==> config.mk <==
export PLATFORM = sky130hd
export DESIGN_NAME = boost_load_pwm_regulator
export DESIGN_NICKNAME = d
export VERILOG_FILES = /design/src/hdl/blpr_pkg.sv /design/src/hdl/boost_load_pwm_regulator.sv
export VERILOG_INCLUDE_DIRS = /design/src /design/src/hdl
export SDC_FILE = /design/constraint.sdc
export NUM_CORES = 2
export LEC_CHECK = 0
export ABC_AREA = 0
export BUFFER_PORTS_ARGS = -buffer_cell sky130_fd_sc_hd__buf_2
export CAP_MARGIN = 10
export CORE_ASPECT_RATIO = 1.25
export CORE_MARGIN = 2
export CORE_UTILIZATION = 50
export CTS_BUF_LIST = sky130_fd_sc_hd__clkbuf_16
export DETAILED_ROUTE_END_ITERATION = 12
export HOLD_SLACK_MARGIN = 0.08
export PLACE_DENSITY = 0.77
export SLEW_MARGIN = 20
export SYNTH_ARGS = -nofsm -noshare
export SYNTH_HDL_FRONTEND = slang
export SYNTH_SLANG_ARGS = --single-unit
export TNS_END_PERCENT = 10
==> constraint.sdc <==
create_clock -name clk -period 36.1 [get_ports clk]
set_input_delay 9.025 -clock clk [delete_from_list [all_inputs] [get_ports clk]]
set_output_delay 9.025 -clock clk [all_outputs]
set_load 0.05 [all_outputs]
==> src/hdl/assert_macros.svh <==
// assertion macros used by the regulator rtl
`ifndef ASSERT_MACROS_SVH
`define ASSERT_MACROS_SVH

// condition must hold at every clock edge outside reset
`define ASSERT_ALWAYS(lbl, clk, rst, cond) \
  lbl: assert property (@(posedge clk) disable iff (rst) (cond)) \
    else $error("assertion failed: invariant");

// antecedent implies consequent in the same cycle
`define ASSERT_IMPLIES(lbl, clk, rst, ante, cons) \
  lbl: assert property (@(posedge clk) disable iff (rst) (ante) |-> (cons)) \
    else $error("assertion failed: implication");

`endif

==> src/hdl/blpr_pkg.sv <==
// types and constants of the boost load pwm regulator
`default_nettype none

package blpr_pkg;

  // opcodes of an input beat
  localparam logic [1:0] OPC_TICK    = 2'd0;
  localparam logic [1:0] OPC_ENABLE  = 2'd1;
  localparam logic [1:0] OPC_DISABLE = 2'd2;

  // configuration register indexes
  localparam logic [1:0] REG_CURRENT_LIMIT  = 2'd0;
  localparam logic [1:0] REG_NOMINAL_TARGET = 2'd1;
  localparam logic [1:0] REG_MAX_DUTY       = 2'd2;

  // configuration reset values
  localparam logic [14:0] LIMIT_RESET   = 15'd3000;
  localparam logic [14:0] NOMINAL_RESET = 15'd5000;
  localparam logic [19:0] MAXDUTY_RESET = 20'd900000;

  // control loop constants
  localparam logic [14:0] TARGET_STEP = 15'd20;
  localparam logic [21:0] POWER_GAIN  = 22'd30;
  localparam logic [7:0]  CMP_TOP     = 8'd160;
  localparam logic [7:0]  CMP_TOP_AUX = 8'd161;

  // ceil(2^27 / 50): exact quotient for magnitudes below 2^21
  localparam logic [21:0] RECIP_50   = 22'd2684355;
  // ceil(2^31 / 3125): exact quotient of (duty >> 1) / 3125 below 2^19
  localparam logic [19:0] RECIP_3125 = 20'd687195;

  // input beat held in the input register
  typedef struct packed {
    logic [1:0]         opcode;
    logic [14:0]        load_current_ma;
    logic [14:0]        load_voltage_mv;
    logic [17:0]        load_power_mw;
    logic signed [15:0] batt_current_ma;
    logic [14:0]        max_discharge_ma;
  } in_beat_t;

  // state after one item, held in the result register
  typedef struct packed {
    logic        enabled;
    logic        tripped;
    logic [19:0] duty;
    logic [14:0] target;
    logic        cmp_live;
  } res_beat_t;

endpackage

`default_nettype wire

==> src/hdl/boost_load_pwm_regulator.sv <==
// boost load pwm regulator: cascaded voltage and power loop with compare outputs
//
// Input channel (in_valid/in_ready) carries one beat per control event: a
// tick with load current, voltage, power and battery figures, an enable or
// a disable. Every input beat yields exactly one output beat
// (out_valid/out_ready) with the run flag, trip flag, duty accumulator,
// voltage target and the two timer compare values after that event.
// Path: input register, result register, output register. Throughput: one
// beat per cycle unless the receiver stalls the output; the state update of the
// regulator (target step, power error, divide by 50, duty clamp) completes
// in the single stage after the input register, so the next beat sees it.
// The compare values are derived from the duty in the output stage.
// Configuration: cfg_we writes cfg_data into register cfg_index (0 current
// limit, 1 nominal target, 2 duty clamp); write only while the block is idle.
// Reset (rst, synchronous): block disabled, duty 0, target and registers at
// their defaults, pipeline empty; the output data registers are not reset.
// A stalled receiver holds the output beat; the stages behind it fill and
// in_ready drops once all three are occupied.
`default_nettype none

module boost_load_pwm_regulator
  import blpr_pkg::*;
(
  input  wire logic               clk,
  input  wire logic               rst,
  // configuration write port
  input  wire logic               cfg_we,
  input  wire logic [1:0]         cfg_index,
  input  wire logic [19:0]        cfg_data,
  // input channel
  input  wire logic               in_valid,
  output logic                    in_ready,
  input  wire logic [1:0]         opcode,
  input  wire logic [14:0]        load_current_ma,
  input  wire logic [14:0]        load_voltage_mv,
  input  wire logic [17:0]        load_power_mw,
  input  wire logic signed [15:0] batt_current_ma,
  input  wire logic [14:0]        max_discharge_ma,
  // output channel
  output logic                    out_valid,
  input  wire logic               out_ready,
  output logic                    enabled,
  output logic                    tripped,
  output logic [19:0]             duty_scaled,
  output logic [14:0]             target_mv,
  output logic [7:0]              compare_main,
  output logic [7:0]              compare_aux
);

`include "assert_macros.svh"

  // configuration registers
  logic [14:0] current_limit_ma;
  logic [14:0] nominal_target_mv;
  logic [19:0] max_duty_scaled;

  // regulator state
  logic        run_flag;
  logic [19:0] duty_acc;
  logic [14:0] volt_target;
  logic        cmp_live;

  // pipeline registers
  logic      v1;
  in_beat_t  s1;
  logic      v2;
  res_beat_t s2;
  logic      v3;

  // pipeline flow
  logic adv2, adv3, go2;

  // state update signals
  logic               run_next;
  logic               trip_next;
  logic [19:0]        duty_next;
  logic [14:0]        target_next;
  logic               live_next;
  logic signed [16:0] batt_neg;
  logic               over_discharge;
  logic [14:0]        tgt_upd;
  logic [21:0]        t30;
  logic [21:0]        c_term;
  logic signed [21:0] err;
  logic [21:0]        err_abs;
  logic [20:0]        err_mag;
  logic [42:0]        prod50;
  logic [14:0]        q50;
  logic [20:0]        duty_sum;
  logic [19:0]        duty_upd;

  // compare stage signals
  logic [38:0] prod_cmp;
  logic [7:0]  q_cmp;
  logic [7:0]  cmp_main_next;
  logic [7:0]  cmp_aux_next;
  logic        cmp_pair_ok;

  // configuration writes, out-of-range index ignored
  always_ff @(posedge clk) begin
    if (rst) begin
      current_limit_ma  <= LIMIT_RESET;
      nominal_target_mv <= NOMINAL_RESET;
      max_duty_scaled   <= MAXDUTY_RESET;
    end else if (cfg_we) begin
      case (cfg_index)
        REG_CURRENT_LIMIT:  current_limit_ma  <= cfg_data[14:0];
        REG_NOMINAL_TARGET: nominal_target_mv <= cfg_data[14:0];
        REG_MAX_DUTY:       max_duty_scaled   <= cfg_data;
        default: ;
      endcase
    end
  end

  // handshake: each stage moves when the one ahead is empty or moving
  assign adv3     = !v3 || out_ready;
  assign adv2     = !v2 || adv3;
  assign in_ready = !v1 || adv2;
  assign go2      = v1 && adv2;

  // input register
  always_ff @(posedge clk) begin
    if (rst) begin
      v1 <= 1'b0;
    end else if (in_ready) begin
      v1 <= in_valid;
    end
  end

  always_ff @(posedge clk) begin
    if (in_ready && in_valid) begin
      s1.opcode           <= opcode;
      s1.load_current_ma  <= load_current_ma;
      s1.load_voltage_mv  <= load_voltage_mv;
      s1.load_power_mw    <= load_power_mw;
      s1.batt_current_ma  <= batt_current_ma;
      s1.max_discharge_ma <= max_discharge_ma;
    end
  end

  // voltage target: step down on heavy discharge, else creep up toward nominal
  assign batt_neg = -($signed({s1.batt_current_ma[15], s1.batt_current_ma}));
  assign over_discharge = batt_neg >= $signed({2'b00, s1.max_discharge_ma});

  always_comb begin
    if (over_discharge) begin
      tgt_upd = (volt_target >= TARGET_STEP) ? (volt_target - TARGET_STEP) : '0;
    end else if (volt_target < nominal_target_mv) begin
      tgt_upd = volt_target + 15'd1;
    end else begin
      tgt_upd = volt_target;
    end
  end

  // power error = (target - voltage) * 30 - power
  assign t30     = 22'(tgt_upd) * POWER_GAIN;
  assign c_term  = 22'(s1.load_voltage_mv) * POWER_GAIN + 22'(s1.load_power_mw);
  assign err     = $signed(t30 - c_term);
  assign err_abs = err[21] ? 22'(-err) : 22'(err);
  assign err_mag = err_abs[20:0];

  // magnitude / 50 by reciprocal, sign restored below (truncates toward zero)
  assign prod50 = 43'(err_mag) * 43'(RECIP_50);
  assign q50    = prod50[41:27];

  // duty accumulate, zero when below the negated error, then clamp
  always_comb begin
    if (err[21] && (21'(duty_acc) < err_mag)) begin
      duty_sum = '0;
    end else if (err[21]) begin
      duty_sum = 21'(duty_acc) - 21'(q50);
    end else begin
      duty_sum = 21'(duty_acc) + 21'(q50);
    end
  end

  assign duty_upd = (duty_sum > 21'(max_duty_scaled)) ? max_duty_scaled : duty_sum[19:0];

  // next state by opcode
  always_comb begin
    run_next    = run_flag;
    trip_next   = 1'b0;
    duty_next   = duty_acc;
    target_next = volt_target;
    live_next   = cmp_live;
    case (s1.opcode)
      OPC_ENABLE: begin
        run_next  = 1'b1;
        duty_next = '0;
        live_next = 1'b0;
      end
      OPC_DISABLE: begin
        run_next = 1'b0;
      end
      OPC_TICK: begin
        if (run_flag) begin
          if (s1.load_current_ma > current_limit_ma) begin
            run_next  = 1'b0;
            trip_next = 1'b1;
          end else begin
            target_next = tgt_upd;
            duty_next   = duty_upd;
            live_next   = 1'b1;
          end
        end
      end
      default: ;
    endcase
  end

  // state registers, updated as the beat leaves the input register
  always_ff @(posedge clk) begin
    if (rst) begin
      run_flag    <= 1'b0;
      duty_acc    <= '0;
      volt_target <= NOMINAL_RESET;
      cmp_live    <= 1'b0;
    end else if (go2) begin
      run_flag    <= run_next;
      duty_acc    <= duty_next;
      volt_target <= target_next;
      cmp_live    <= live_next;
    end
  end

  // result register
  always_ff @(posedge clk) begin
    if (rst) begin
      v2 <= 1'b0;
    end else if (adv2) begin
      v2 <= v1;
    end
  end

  always_ff @(posedge clk) begin
    if (go2) begin
      s2.enabled  <= run_next;
      s2.tripped  <= trip_next;
      s2.duty     <= duty_next;
      s2.target   <= target_next;
      s2.cmp_live <= live_next;
    end
  end

  // compares: q = duty / 6250 = (duty >> 1) / 3125 by reciprocal
  assign prod_cmp = 39'(s2.duty[19:1]) * 39'(RECIP_3125);
  assign q_cmp    = prod_cmp[38:31];

  always_comb begin
    if (s2.cmp_live) begin
      cmp_main_next = (q_cmp >= CMP_TOP) ? '0 : (CMP_TOP - q_cmp);
      cmp_aux_next  = (q_cmp >= CMP_TOP_AUX) ? '0 : (CMP_TOP_AUX - q_cmp);
    end else begin
      cmp_main_next = CMP_TOP;
      cmp_aux_next  = CMP_TOP;
    end
  end

  // output register
  always_ff @(posedge clk) begin
    if (rst) begin
      v3 <= 1'b0;
    end else if (adv3) begin
      v3 <= v2;
    end
  end

  always_ff @(posedge clk) begin
    if (v2 && adv3) begin
      enabled      <= s2.enabled;
      tripped      <= s2.tripped;
      duty_scaled  <= s2.duty;
      target_mv    <= s2.target;
      compare_main <= cmp_main_next;
      compare_aux  <= cmp_aux_next;
    end
  end

  assign out_valid = v3;

  // compare pair: aux one above main, both saturated, or both at the top
  assign cmp_pair_ok = (compare_aux == compare_main + 8'd1)
                    || (compare_aux == 8'd0 && compare_main == 8'd0)
                    || (compare_aux == CMP_TOP && compare_main == CMP_TOP);

  // checks
  `ASSERT_IMPLIES(a_trip_disables, clk, rst, out_valid && tripped, !enabled)
  `ASSERT_IMPLIES(a_cmp_pair, clk, rst, out_valid, cmp_pair_ok)
  `ASSERT_IMPLIES(a_run_rise, clk, rst, $rose(run_flag), $past(go2) && $past(s1.opcode) == OPC_ENABLE)

endmodule

`default_nettype wire
==> Implementation_results.wiki <==
{| class="wikitable"
! Metric !! Value
|-
| Run status || finished, final reports clean
|-
| Type of destination of the critical path || register
|-
| List of most frequent post-synthesis cells || 704 x sky130_fd_sc_hd__inv_1, 551 x sky130_fd_sc_hd__ha_1, 360 x sky130_fd_sc_hd__fa_1, 203 x sky130_fd_sc_hd__a21oi_1, 187 x sky130_fd_sc_hd__nand2_1
|-
| Detail Placement HPWL || 66.7 mm
|-
| Worst clock skew on the final layout || 0.0456 ns
|-
| Die H || 292 um
|-
| N_diodes || 0
|-
| Tightest Hold Check Type || reg2reg
|-
| Count of input and output buffers || 162
|-
| Clock slew at reported path FFs || 0.06 ns
|-
| # Max-Cap Violations || 0
|-
| Clock root cell || sky130_fd_sc_hd__clkbuf_16
|-
| CTS Hold Bufs || 0
|-
| Cell taking the most area after synthesis || sky130_fd_sc_hd__fa_1
|-
| Family with the most delay on the worst path || compound AO/OA/AOI/OAI gates
|-
| Layout fillers || 5709
|-
| Finish-stage setup viols || 0
|-
| Critical Path RT || 36.56 ns
|-
| CTS resizes || 0
|-
| Number of antenna violations at the first check in global routing || 0
|-
| Final Max Tran Viols || 0
|-
| Number of clock buffers inserted by TritonCTS || 30
|-
| Tot GR Track Use || 23.9%
|-
| Sequential share of the synthesized area || 21.0%
|-
| Boundary pin count || 163
|-
| Weighted congestion at the end of routability-driven global placement || 0.967
|-
| Fraction of final layout cells with drive strength greater than 1 || 8.22%
|-
| CTS tree || done
|-
| Post-layout net count || 4596
|-
| Number of H-tree branching levels || 1
|-
| End point of the most critical hold path || target_mv[13]
|-
| Worst-path cell with the longest stage delay || sky130_fd_sc_hd__a2111oi_0
|-
| Crit Path Class || reg2reg
|-
| Transition at the pin with the smallest max-transition slack || 1.08 ns
|-
| Average detailed-routed wire length per instance || 17.9 um
|-
| Worst skew pair latency || 0.63 ns
|-
| Core area || 0.0656 mm2
|-
| Die X || 234 um
|-
| Antenna-violating nets left || 0
|-
| Non-Filler Cell Area, Final || 0.0359 mm2
|-
| Worst relative slew slack || 27.2%
|-
| Synthesized area || 0.0331 mm2
|-
| Largest net degree at the start of global routing || 72
|-
| Number of synthesized flops with an enable pin || 172
|-
| CP dominant cell by count || sky130_fd_sc_hd__a21oi_1
|-
| Length of the first detailed-routing pass in iterations || 6
|-
| Maximum fanout along the worst path || 31
|-
| Slowest stage delay, CP || 0.68 ns
|-
| Tcrit/Tclk final || 62.0%
|-
| Count of buffer and inverter cells on the critical path || 8
|-
| Dominant cells by area after synthesis || sky130_fd_sc_hd__fa_1 22%, sky130_fd_sc_hd__ha_1 21%, sky130_fd_sc_hd__edfxtp_1 16%
|-
| Synth async-reset ratio || 0%
|-
| Number of cells on the worst hold path || 0
|-
| Count of distinct cell types in the synthesized netlist || 93
|-
| Number of cell rows || 105
|-
| Final hold viol count || 0
|-
| Vias after detailed routing || 24.7k
|-
| Mean Syn Cell Area || 9.65 um2
|-
| Placed cell area || 0.0349 mm2
|-
| Category of the worst setup path launch point || register
|-
| Total number of yosys warnings || 0
|-
| Top FF cell, synth || sky130_fd_sc_hd__edfxtp_1
|-
| Worst hold margin || 0.419 ns
|-
| Hold Crit Start || s2[14]
|-
| Register bit total from synthesis || 262
|-
| Detailed-route vias per instance || 5.54
|-
| Setup repair after global routing missed its margin || no
|-
| FF-to-FF End || s2[29]
|-
| Number of DRC markers in iteration 0 || 1544
|-
| Final Critical Period || 22.37 ns
|-
| Residual DRC || 0
|-
| Starting density of the core || 50.5%
|-
| Synth Net Count || 4454
|-
| Post-CTS setup repair buffer count || 0
|-
| Maximum buffer depth of the clock tree || 3
|-
| Count of mapped cells out of synthesis || 3435
|-
| Number of global-route vias before repair || 25.4k
|-
| Achievable frequency || 0.0447 GHz
|-
| Final global-route overflow total || 0
|-
| Growth of design area from synthesis to finish || 8.31%
|-
| Worst reg-to-reg path cell count || 92
|-
| Die outline area || 0.0684 mm2
|-
| R2R setup slack || 13.73 ns
|-
| DRT Wirelength || 79.9 mm
|-
| Post-Route Setup TNS || 0 ns
|-
| Crit path DAT || 22.82 ns
|-
| First-pass GRT wire length || 130 mm
|-
| Clk sink count || 262
|-
| Most instantiated library cell after synthesis || sky130_fd_sc_hd__inv_1
|-
| Crit Reg-Reg Startpoint || s1[17]
|-
| Proportion of netlist area held by the largest area contributor || 21.7%
|}
==> cells in the final DEF, fill, tap and decap left out, types with 32 or more instances in the layout <==
cell type,count
sky130_fd_sc_hd__clkbuf_16,32
sky130_fd_sc_hd__a21oi_1,203
sky130_fd_sc_hd__nor2_1,171
sky130_fd_sc_hd__fa_1,360
sky130_fd_sc_hd__xnor2_1,79
sky130_fd_sc_hd__nor3_1,43
sky130_fd_sc_hd__buf_2,162
sky130_fd_sc_hd__o21ai_0,153
sky130_fd_sc_hd__dfxtp_1,90
sky130_fd_sc_hd__nand3_1,49
sky130_fd_sc_hd__a21o_1,52
sky130_fd_sc_hd__nand2_1,187
sky130_fd_sc_hd__xor2_1,57
sky130_fd_sc_hd__inv_1,712
sky130_fd_sc_hd__edfxtp_1,172
sky130_fd_sc_hd__a211o_1,37
sky130_fd_sc_hd__ha_1,551
==> sequential cells by signal (all words and copies together) (netlist names) <==
name / flops
cmp_live: 1
compare_aux: 8
compare_main: 8
current_limit_ma: 15
duty_acc: 20
duty_scaled: 20
enabled: 1
max_duty_scaled: 20
nominal_target_mv: 15
out_valid: 1
run_flag: 1
s1: 81
s2: 38
target_mv: 15
tripped: 1
v1: 1
v2: 1
volt_target: 15
==> layout make-up <==
class,count,area (um2),area share (%)
repair buffers,180,946,2.64
clock buffers,32,801,2.23
clock inverters,24,189,0.526
multi-input cells,2398,23300,64.8
flip-flops and latches,262,6970,19.4
inverters,705,2650,7.37
well taps,856,1070,2.98
==> per-layer routing <==
metal  track usage (%)  wire length (um)
met1              27.9             31000
met2              43.5             41300
met3              3.26              3910
met4              9.90              3680
met5                 0                 0
==> worst max-delay path by stage <==
stage          endpoint  cells past startpoint   start  slack [ns]
2_1_floorplan    s2[26]                     92  s1[21]       16.14
3_5_place_dp     s2[26]                     94  s1[17]       13.71
6_report         s2[29]                     92  s1[17]       13.73
4_1_cts          s2[26]                     94  s1[17]       13.61
3_3_place_gp     s2[26]                     94  s1[17]       14.20
5_1_grt          s2[26]                     92  s1[17]       12.20
==> stage by stage <==
step	util (%)	worst slack, ns	std cells
CTS	54.7	13.61	4457
floorplan	-	16.14	3435
finish	54.7	13.73	4457
global route	54.7	12.20	4457
global placement	53.2	14.20	4401
detailed placement	53.2	13.71	4401
==> cells by family (layout without fill, tap and decap cells) <==
logic type | count (synthesis) | after routing | synth area share [%]
AND/OR/NAND/NOR | 673 | 673 | 10.2
adder cells (fa/ha/maj) | 914 | 914 | 42.6
multiplexers | 17 | 17 | 0.540
flip-flops | 262 | 262 | 21.0
AO/OA/AOI/OAI | 657 | 657 | 13.1
XOR/XNOR | 137 | 137 | 3.66
buffers and inverters | 775 | 941 | 8.87
Power is left out: the tool's default activity adds up to more than one toggle a clock period on the data nets, which glitch-free logic cannot reach.
